[config.mk]
export PLATFORM = sky130hd
export DESIGN_NAME = clock_divider_pool_allocator_unit
export DESIGN_NICKNAME = d
export VERILOG_FILES = /design/src/rtl/cdpa_pkg.sv /design/src/rtl/cdpa_ctrl.sv /design/src/rtl/cdpa_dp.sv /design/src/rtl/clock_divider_pool_allocator_unit.sv
export SDC_FILE = /design/constraint.sdc
export NUM_CORES = 2
export LEC_CHECK = 0
export BUFFER_PORTS_ARGS = -buffer_cell sky130_fd_sc_hd__buf_2
export CAP_MARGIN = 15
export CORE_MARGIN = 1.5
export CORE_UTILIZATION = 30
export CTS_CLUSTER_DIAMETER = 150
export CTS_CLUSTER_SIZE = 28
export DETAILED_ROUTE_END_ITERATION = 10
export GPL_ROUTABILITY_DRIVEN = 0
export GPL_TIMING_DRIVEN = 0
export PLACE_DENSITY = 0.46
export SLEW_MARGIN = 20
export SYNTH_ARGS = -nofsm -noshare
export SYNTH_HDL_FRONTEND = slang
export SYNTH_SLANG_ARGS = --single-unit
[constraint.sdc]
create_clock -name clk -period 11.25 [get_ports clk]
set_input_delay 0.5625 -clock clk [delete_from_list [all_inputs] [get_ports clk]]
set_output_delay 0.5625 -clock clk [all_outputs]
set_load 0.1 [all_outputs]
[src/rtl/cdpa_pkg.sv]
// Package for the clock divider pool allocator.
// Holds beat types, codes, controller states and the command/status structs.
// No dependencies.
package cdpa_pkg;

	localparam int CLK_W = 27;
	localparam int INT_W = 24;
	localparam int FRAC_W = 5;
	localparam int VAL_W = INT_W + FRAC_W;
	localparam int DIV_STEPS = CLK_W + FRAC_W;
	localparam int INT_STEPS = CLK_W;
	localparam logic [CLK_W-1:0] CLK_RESET = 27'd80000000;

	typedef enum logic [1:0] {
		ST_OK   = 2'd0,
		ST_FULL = 2'd1,
		ST_BAD  = 2'd2
	} status_t;

	typedef enum logic [1:0] {
		KIND_8    = 2'd0,
		KIND_16   = 2'd1,
		KIND_FRAC = 2'd2
	} kind_t;

	typedef struct packed {
		logic [9:0]       dest_index;
		logic [CLK_W-1:0] target_hz;
	} in_item_t;

	typedef struct packed {
		status_t           status;
		kind_t             div_kind;
		logic [3:0]        div_slot;
		logic [INT_W-1:0]  int_value;
		logic [FRAC_W-1:0] frac_value;
	} out_item_t;

	typedef enum logic [2:0] {
		S_CLEAR,
		S_IDLE,
		S_DIV,
		S_CLASSIFY,
		S_READ,
		S_COMPARE,
		S_DONE
	} state_t;

	typedef struct packed {
		logic    clear_step;
		logic    load;
		logic    div_step;
		logic    classify;
		logic    scan_rd;
		logic    scan_next;
		logic    alloc;
		logic    record;
		logic    set_res;
		status_t res;
		logic    emit;
	} cmd_t;

	typedef struct packed {
		logic clear_last;
		logic div_last;
		logic bad;
		logic slot_free;
		logic slot_match;
		logic slot_last;
		logic out_busy;
	} sts_t;

endpackage

[src/rtl/cdpa_ctrl.sv]
// Controller for the clock divider pool allocator.
// Sequences map clear, division, pool scan and result beat; uses cdpa_pkg.
module cdpa_ctrl import cdpa_pkg::*; (
	input  logic clk,
	input  logic arst_n,
	input  logic in_valid,
	output logic in_stall,
	input  sts_t sts,
	output cmd_t cmd
);

	state_t state_q;
	state_t state_n;

	always_ff @(posedge clk or negedge arst_n) begin
		if (!arst_n) begin
			state_q <= S_CLEAR;
		end else begin
			state_q <= state_n;
		end
	end

	always_comb begin
		state_n = state_q;
		cmd = '0;
		cmd.res = ST_OK;
		in_stall = 1'b1;
		case (state_q)
			S_CLEAR: begin
				cmd.clear_step = 1'b1;
				if (sts.clear_last) begin
					state_n = S_IDLE;
				end
			end
			S_IDLE: begin
				in_stall = 1'b0;
				if (in_valid) begin
					cmd.load = 1'b1;
					state_n = S_DIV;
				end
			end
			S_DIV: begin
				cmd.div_step = 1'b1;
				if (sts.div_last) begin
					state_n = S_CLASSIFY;
				end
			end
			S_CLASSIFY: begin
				cmd.classify = 1'b1;
				if (sts.bad) begin
					cmd.set_res = 1'b1;
					cmd.res = ST_BAD;
					state_n = S_DONE;
				end else begin
					state_n = S_READ;
				end
			end
			S_READ: begin
				cmd.scan_rd = 1'b1;
				state_n = S_COMPARE;
			end
			S_COMPARE: begin
				if (sts.slot_free) begin
					cmd.alloc = 1'b1;
					cmd.record = 1'b1;
					cmd.set_res = 1'b1;
					cmd.res = ST_OK;
					state_n = S_DONE;
				end else if (sts.slot_match) begin
					cmd.record = 1'b1;
					cmd.set_res = 1'b1;
					cmd.res = ST_OK;
					state_n = S_DONE;
				end else if (sts.slot_last) begin
					cmd.set_res = 1'b1;
					cmd.res = ST_FULL;
					state_n = S_DONE;
				end else begin
					cmd.scan_next = 1'b1;
					state_n = S_READ;
				end
			end
			S_DONE: begin
				if (!sts.out_busy) begin
					cmd.emit = 1'b1;
					state_n = S_IDLE;
				end
			end
			default: begin
				state_n = S_IDLE;
			end
		endcase
	end

endmodule

[src/rtl/cdpa_dp.sv]
// Datapath for the clock divider pool allocator.
// Holds the clock register, bit-serial divider, pool store, destination map
// and output register; uses cdpa_pkg.
module cdpa_dp import cdpa_pkg::*; #(
	parameter int POOL8_SIZE    = 16,
	parameter int POOL16_SIZE   = 16,
	parameter int POOLFRAC_SIZE = 4,
	parameter int DEST_COUNT    = 1024
) (
	input  logic             clk,
	input  logic             arst_n,
	input  logic             cfg_we,
	input  logic [CLK_W-1:0] cfg_wdata,
	input  in_item_t         in_data,
	input  logic             out_stall,
	output logic             out_valid,
	output out_item_t        out_data,
	input  cmd_t             cmd,
	output sts_t             sts
);

	localparam int TOTAL = POOL8_SIZE + POOL16_SIZE + POOLFRAC_SIZE;
	localparam int AW = $clog2(TOTAL);
	localparam int MAXP0 = (POOL8_SIZE > POOL16_SIZE) ? POOL8_SIZE : POOL16_SIZE;
	localparam int MAXP = (MAXP0 > POOLFRAC_SIZE) ? MAXP0 : POOLFRAC_SIZE;
	localparam int IW = (MAXP > 1) ? $clog2(MAXP) : 1;
	localparam int MW = $clog2(TOTAL + 1);
	localparam int DW = (DEST_COUNT > 1) ? $clog2(DEST_COUNT) : 1;
	localparam logic [AW-1:0] BASE16 = AW'(POOL8_SIZE);
	localparam logic [AW-1:0] BASEF = AW'(POOL8_SIZE + POOL16_SIZE);
	localparam logic [IW-1:0] LAST8 = IW'(POOL8_SIZE - 1);
	localparam logic [IW-1:0] LAST16 = IW'(POOL16_SIZE - 1);
	localparam logic [IW-1:0] LASTF = IW'(POOLFRAC_SIZE - 1);

	logic [CLK_W-1:0]     clk_hz_q;
	logic [9:0]           dest_q;
	logic [CLK_W-1:0]     tgt_q;
	logic [DIV_STEPS-1:0] dvd_q;
	logic [DIV_STEPS-1:0] quo_q;
	logic [CLK_W-1:0]     rem_q;
	logic [CLK_W-1:0]     r_q;
	logic [CLK_W+6:0]     r100_q;
	logic [4:0]           step_q;
	kind_t                kind_q;
	logic [INT_W-1:0]     ival_q;
	logic [FRAC_W-1:0]    fval_q;
	logic [VAL_W-1:0]     want_q;
	logic [AW-1:0]        base_q;
	logic [IW-1:0]        last_q;
	logic [IW-1:0]        idx_q;
	logic [VAL_W-1:0]     rd_q;
	status_t              res_q;
	logic [DW-1:0]        clr_q;
	logic [TOTAL-1:0]     en_q;
	logic [VAL_W-1:0]     val_mem [TOTAL];
	logic [MW-1:0]        map_mem [DEST_COUNT];
	logic                 out_valid_q;
	out_item_t            out_q;

	logic [CLK_W:0]       trial;
	logic [CLK_W:0]       diff;
	logic                 ge;
	logic [CLK_W-1:0]     rem_n;
	logic [CLK_W-1:0]     q;
	logic                 use_frac;
	logic [INT_W-1:0]     ival_n;
	logic [AW-1:0]        addr;
	logic                 map_we;
	logic [DW-1:0]        map_addr;
	logic [MW-1:0]        map_wdata;
	logic                 dest_ok;
	out_item_t            out_n;

	assign trial = {rem_q, dvd_q[DIV_STEPS-1]};
	assign diff = trial - {1'b0, tgt_q};
	assign ge = trial >= {1'b0, tgt_q};
	assign rem_n = ge ? diff[CLK_W-1:0] : trial[CLK_W-1:0];
	assign q = quo_q[DIV_STEPS-1:FRAC_W];
	assign use_frac = (q[CLK_W-1:16] != '0) || (r100_q > (CLK_W+7)'(tgt_q));
	assign ival_n = q[INT_W-1:0] - INT_W'(1);
	assign addr = base_q + AW'(idx_q);
	assign dest_ok = 32'(dest_q) < 32'(DEST_COUNT);

	always_ff @(posedge clk or negedge arst_n) begin
		if (!arst_n) begin
			clk_hz_q <= CLK_RESET;
		end else if (cfg_we) begin
			clk_hz_q <= cfg_wdata;
		end
	end

	// divider: one quotient bit per step, remainder taken after the integer bits
	always_ff @(posedge clk) begin
		if (cmd.load) begin
			dest_q <= in_data.dest_index;
			tgt_q <= in_data.target_hz;
			dvd_q <= {clk_hz_q, {FRAC_W{1'b0}}};
			rem_q <= '0;
			quo_q <= '0;
			step_q <= '0;
		end else if (cmd.div_step) begin
			dvd_q <= {dvd_q[DIV_STEPS-2:0], 1'b0};
			rem_q <= rem_n;
			quo_q <= {quo_q[DIV_STEPS-2:0], ge};
			step_q <= step_q + 5'd1;
			if (step_q == 5'(INT_STEPS - 1)) begin
				r_q <= rem_n;
			end
			if (step_q == 5'(INT_STEPS)) begin
				r100_q <= (CLK_W+7)'(r_q) * (CLK_W+7)'(100);
			end
		end
	end

	always_ff @(posedge clk) begin
		if (cmd.classify) begin
			idx_q <= '0;
			ival_q <= ival_n;
			if (use_frac) begin
				kind_q <= KIND_FRAC;
				fval_q <= quo_q[FRAC_W-1:0];
				want_q <= {ival_n, quo_q[FRAC_W-1:0]};
				base_q <= BASEF;
				last_q <= LASTF;
			end else if (q[CLK_W-1:8] == '0) begin
				kind_q <= KIND_8;
				fval_q <= '0;
				want_q <= VAL_W'(ival_n[7:0]);
				base_q <= '0;
				last_q <= LAST8;
			end else begin
				kind_q <= KIND_16;
				fval_q <= '0;
				want_q <= VAL_W'(ival_n[15:0]);
				base_q <= BASE16;
				last_q <= LAST16;
			end
		end else if (cmd.scan_next) begin
			idx_q <= idx_q + IW'(1);
		end
		if (cmd.set_res) begin
			res_q <= cmd.res;
		end
	end

	always_ff @(posedge clk or negedge arst_n) begin
		if (!arst_n) begin
			en_q <= '0;
		end else if (cmd.alloc) begin
			en_q[addr] <= 1'b1;
		end
	end

	always_ff @(posedge clk) begin
		if (cmd.alloc) begin
			val_mem[addr] <= want_q;
		end
		if (cmd.scan_rd) begin
			rd_q <= val_mem[addr];
		end
	end

	always_ff @(posedge clk or negedge arst_n) begin
		if (!arst_n) begin
			clr_q <= '0;
		end else if (cmd.clear_step) begin
			clr_q <= clr_q + DW'(1);
		end
	end

	assign map_we = cmd.clear_step || (cmd.record && dest_ok);
	assign map_addr = cmd.clear_step ? clr_q : DW'(dest_q);
	assign map_wdata = cmd.clear_step ? '0 : MW'(addr) + MW'(1);

	always_ff @(posedge clk) begin
		if (map_we) begin
			map_mem[map_addr] <= map_wdata;
		end
	end

	always_comb begin
		out_n.status = res_q;
		out_n.div_kind = kind_q;
		out_n.div_slot = '0;
		out_n.int_value = ival_q;
		out_n.frac_value = fval_q;
		case (res_q)
			ST_OK: begin
				out_n.div_slot = 4'(idx_q);
			end
			ST_FULL: begin
				out_n.div_slot = '0;
			end
			default: begin
				out_n.div_kind = KIND_8;
				out_n.int_value = '0;
				out_n.frac_value = '0;
			end
		endcase
	end

	always_ff @(posedge clk or negedge arst_n) begin
		if (!arst_n) begin
			out_valid_q <= 1'b0;
		end else if (cmd.emit) begin
			out_valid_q <= 1'b1;
		end else if (!out_stall) begin
			out_valid_q <= 1'b0;
		end
	end

	always_ff @(posedge clk) begin
		if (cmd.emit) begin
			out_q <= out_n;
		end
	end

	assign out_valid = out_valid_q;
	assign out_data = out_q;

	assign sts.clear_last = clr_q == DW'(DEST_COUNT - 1);
	assign sts.div_last = step_q == 5'(DIV_STEPS - 1);
	assign sts.bad = (tgt_q == '0) || (q == '0) || (q[CLK_W-1:INT_W] != '0);
	assign sts.slot_free = !en_q[addr];
	assign sts.slot_match = rd_q == want_q;
	assign sts.slot_last = idx_q == last_q;
	assign sts.out_busy = out_valid_q && out_stall;

endmodule

[src/rtl/clock_divider_pool_allocator_unit.sv]
// Clock divider pool allocator, top level; uses cdpa_pkg, cdpa_ctrl, cdpa_dp.
// Each item is loaded, run through the 32-step divider, classified and then
// matched against its pool slot by slot (read, then compare) before the result
// beat; a bad target skips the scan. One item is in progress at a time, and a
// stalled result beat holds back the next one. Reset: pools empty, clock
// register 80 MHz; all DEST_COUNT map entries are cleared before the first beat is taken.
module clock_divider_pool_allocator_unit import cdpa_pkg::*; #(
	parameter int POOL8_SIZE    = 16,
	parameter int POOL16_SIZE   = 16,
	parameter int POOLFRAC_SIZE = 4,
	parameter int DEST_COUNT    = 1024
) (
	input  logic             clk,
	input  logic             arst_n,
	input  logic             cfg_we,
	input  logic [CLK_W-1:0] cfg_wdata,
	input  logic             in_valid,
	output logic             in_stall,
	input  in_item_t         in_data,
	output logic             out_valid,
	input  logic             out_stall,
	output out_item_t        out_data
);

	cmd_t cmd;
	sts_t sts;

	cdpa_ctrl u_ctrl (
		.clk      (clk),
		.arst_n   (arst_n),
		.in_valid (in_valid),
		.in_stall (in_stall),
		.sts      (sts),
		.cmd      (cmd)
	);

	cdpa_dp #(
		.POOL8_SIZE    (POOL8_SIZE),
		.POOL16_SIZE   (POOL16_SIZE),
		.POOLFRAC_SIZE (POOLFRAC_SIZE),
		.DEST_COUNT    (DEST_COUNT)
	) u_dp (
		.clk       (clk),
		.arst_n    (arst_n),
		.cfg_we    (cfg_we),
		.cfg_wdata (cfg_wdata),
		.in_data   (in_data),
		.out_stall (out_stall),
		.out_valid (out_valid),
		.out_data  (out_data),
		.cmd       (cmd),
		.sts       (sts)
	);

	a_result_after_work: assert property (@(posedge clk) disable iff (!arst_n)
		$rose(out_valid) |-> $past(in_stall))
		else $error("result beat without an item in progress");

	a_bad_clean: assert property (@(posedge clk) disable iff (!arst_n)
		out_valid && out_data.status == ST_BAD |->
		out_data.div_slot == '0 && out_data.int_value == '0 && out_data.frac_value == '0)
		else $error("bad target beat carries nonzero fields");

	a_full_slot: assert property (@(posedge clk) disable iff (!arst_n)
		out_valid && out_data.status == ST_FULL |-> out_data.div_slot == '0)
		else $error("full pool beat carries a slot");

	a_int_no_frac: assert property (@(posedge clk) disable iff (!arst_n)
		out_valid && out_data.div_kind != KIND_FRAC |-> out_data.frac_value == '0)
		else $error("integer pool beat carries a fraction");

endmodule
==> flow_metrics.env <==
export IMPL_status="finished clean"
export IMPL_yosysUniqueCellTypes=79
export IMPL_period_needed_ns=4.49
export IMPL_crit_fanout=10
export IMPL_total_power_mw=14.2
export IMPL_multi_input_area_mm2=0.0146
export IMPL_synth_top_area_share=0.671
export IMPL_wl_per_cell_um=27.8
export IMPL_num_vias=34000
export IMPL_rsz0062_at_grt="no"
export IMPL_grt_usage=0.184
export IMPL_cap_viol_max_count=0
export IMPL_nets=4229
export IMPL_clock_sinks=1431
export IMPL_path_delay_family="buffers and inverters"
export IMPL_cp_end_kind="register"
export IMPL_p_leak_nw=21.6
export IMPL_ys_ff_latch=1431
export IMPL_numCtsBuffers=57
export IMPL_grt_overflow=0
export IMPL_worstSetupPathType="reg -> reg"
export IMPL_drc=0
export IMPL_arrival_ns=5.09
export IMPL_cts_tree="done"
export IMPL_synth_flop_cell="edfxtp_1"
export IMPL_seq_area_mm2=0.0419
export IMPL_clockRootBuffer="clkbuf_16"
export IMPL_seqPwrFrac=0.504
export IMPL_startpoint_type="register"
export IMPL_critical_path_buf_inv_count=5
export IMPL_cp_endpoint="u_dp.rd_q[4]"
export IMPL_postSynthAreaPerCell_um2=15.5
export IMPL_worstPathRequired_ns=11.85
export IMPL_clk_pin_slew_worst_paths_ns=0.12
export IMPL_yosys_warnings=0
export IMPL_fin_skew_ns=0.0728
export IMPL_r2r_end="u_dp.rd_q[4]"
export IMPL_hold_violations=0
export IMPL_cts_path_max_buffers=3
export IMPL_wirelength_um=181000
export IMPL_antenna_found_initial=4
export IMPL_drv_slew=0
export IMPL_final_cell_count_no_fill=6539
export IMPL_fill_cells=18200
export IMPL_core_area_mm2=0.190
export IMPL_portBuffers=96
export IMPL_reg2regPathDepth=11
export IMPL_area_growth_pct=13.6
export IMPL_setup_tns_ns=0
export IMPL_syn_cell_area_mm2=0.0576
export IMPL_drt_initial_drc_count=3904
export IMPL_synth_edf_count=1286
export IMPL_drtAntennaViolNets=0
export IMPL_synth_top_area_cell="edfxtp_1"
export IMPL_die_h_um=441
export IMPL_cp_cell_sequence="buf_2 -> buf_2 -> buf_2 -> nand2_1 -> nor2_1 -> buf_2 -> buf_1 -> a22oi_1 -> nand4_1 -> a22oi_1 -> o21ai_0"
export IMPL_cp_slowest_stage_delay_ns=0.89
export IMPL_path_common_cell="buf_2"
export IMPL_grt_max_degree=60
export IMPL_p_int_mw=9.27
export IMPL_grt_pass1_wl_um=256000
export IMPL_cp_depth=11
export IMPL_slowest_stage="buf_1"
export IMPL_start_util=0.303
export IMPL_grt_pass1_vias=33700
export IMPL_die_w_um=441
export IMPL_drive_above_1_share=0.116
export IMPL_dp_final_hpwl_um=126000
export IMPL_clkPwrFrac=0.186
export IMPL_dpl_cell_count=6414
export IMPL_reg2reg_setup_slack_ns=6.76
export IMPL_slew_headroom=0.177
export IMPL_yosysSeqAreaShare=0.728
export IMPL_clock_latency_ns=0.77
export IMPL_async_reset_ff_frac=0.0538
export IMPL_switchingPower_mw=4.93
export IMPL_rows=160
export IMPL_ir_worst_vdd_mv=0.274
export IMPL_fmax_mhz=222
export IMPL_max_slew_worst_pin_slew_ns=1.24
export IMPL_setup_viol=0
export IMPL_p_per_area_mw_per_mm2=217
export IMPL_ys_top_cells_by_area="edfxtp_1 (67%), a22oi_1 (5.1%), ha_1 (3.2%)"
export IMPL_io_pins=108
export IMPL_swShare=0.347
export IMPL_cts_htree_levels=2
export IMPL_syn_num_nets=3943
export IMPL_min_period_over_period=0.400
export IMPL_dieArea_mm2=0.195
export IMPL_reg2reg_from="u_dp.idx_q[0]"
export IMPL_startpoint="u_dp.idx_q[0]"
export IMPL_avgViaCountPerCell=5.21
export IMPL_postCtsSetupBuffers=0
export IMPL_hold_class="in -> reg"
export IMPL_dr_pass1_iters=5
export IMPL_pwr_share_comb=0.310
export IMPL_synthCells=3706
-- cell usage after synthesis (all sizes together), types with 68 or more instances --
cell type,count
clkbuf,133
o21ai,116
a21oi,83
a22oi,395
nor2,132
dfrtp,69
nand4,103
inv,147
ha,145
a22o,74
dfxtp,68
nand2,213
edfxtp,1286
-- stage by stage --
stage	setup WS (ns)	util	hold WS [ns]	area, um2
3_3_place_gp	4.80	0.322	0.448	61200
2_1_floorplan	7.47	-	0.267	57600
5_1_grt	6.60	0.344	0.0287	65400
6_report	6.76	0.344	0.0635	65400
3_5_place_dp	6.75	0.334	0.456	63500
4_1_cts	6.79	0.344	0.00584	65400
-- cells in the final DEF, fill, tap and decap left out, types with 68 or more instances in the layout --
cell type / netlist / final
edfxtp_1: 1286 / 1286
a22oi_1: 395 / 395
nand2_1: 213 / 213
clkbuf_1: 133 / 151
inv_1: 147 / 145
ha_1: 145 / 145
buf_2: 42 / 140
o21ai_0: 114 / 114
nand4_1: 103 / 103
nor2_1: 131 / 95
a21oi_1: 83 / 82
a22o_1: 74 / 74
dfrtp_1: 69 / 69
dfxtp_1: 68 / 68
-- repair_timing --
item	in CTS	in global routing
hold buffers	28	0
resized for setup	0	0
hold endpoints to repair	48	0
-- layout make-up --
cell class,instances,area share
multi-input combinational,1927,0.223
timing repair buffer,227,0.0422
sequential,1431,0.640
inverter,148,0.00853
buffer,200,0.0129
clock inverter,3,0.00107
tap,2511,0.0480
antenna,2,0.0000765
clock buffer,90,0.0237
-- worst min path at each step --
stage	start	end	slack, ns	depth (start not counted)
2_1_floorplan	arst_n	u_ctrl.state_q[0]	0.27	0
3_3_place_gp	u_dp.quo_q[31]	u_dp.quo_q[31]	0.45	2
3_5_place_dp	u_dp.clr_q[5]	u_dp.clr_q[5]	0.46	1
4_1_cts	cfg_wdata[6]	u_dp.clk_hz_q[6]	0.006	2
5_1_grt	cfg_wdata[22]	u_dp.clk_hz_q[22]	0.03	2
6_report	cfg_wdata[21]	u_dp.clk_hz_q[21]	0.06	2
-- power by group through the flow --
stage	Sequential [mW]	Clock [mW]	Combinational (mW)
after global placement	7.78	0	3.63
after CTS	7.16	2.70	4.45
after global routing	7.20	2.85	4.78
after floorplan	7.45	0	2.29
final	7.16	2.64	4.41
after detailed placement	7.28	0	4.43
-- worst reg2reg max path: stages, from the launching register on --
cell and delay (ns):
dfxtp_1 0.36, buf_2 0.22, buf_2 0.27, buf_2 0.34, nand2_1 0.12, nor2_1 0.84
buf_2 0.52, buf_1 0.90, a22oi_1 0.26, nand4_1 0.30, a22oi_1 0.12, o21ai_0 0.13
-- metal layers --
layer	vias to the layer above	share of wire	GRT usage
li1	15100	-	-
met1	17800	0.45	0.263
met2	1054	0.47	0.301
met3	135	0.054	0.0201
met4	2	0.018	0.0357
met5	-	0.000072	0
-- flip-flops by register name, indices dropped and copies added, names as in the netlist, 27 cells and up --
register and cells:
u_dp.tgt_q 27, u_dp.rd_q 29, u_dp.clk_hz_q 27, u_dp.r100_q 32, u_dp.r_q 27, u_dp.en_q 36, u_dp.want_q 29, u_dp.out_data 37
u_dp.quo_q 32, u_dp.dvd_q 27, u_dp.rem_q 27, u_dp.val_mem 1044
-- cells by family (layout without fill, tap and decap cells) --
| logic type | Yosys count | count (layout) | share of synthesized area |
|---|---|---|---|
| xor+xnor | 107 | 107 | 0.0164 |
| simple gates | 674 | 674 | 0.0592 |
| mux | 79 | 79 | 0.0210 |
| fa+ha+maj | 168 | 168 | 0.0395 |
| compound gates | 899 | 899 | 0.112 |
| other cells | 0 | 2 | 0 |
| flops | 1431 | 1431 | 0.728 |
| buf+inv | 348 | 668 | 0.0239 |
No activity file was read; power rests on OpenSTA's default activity.
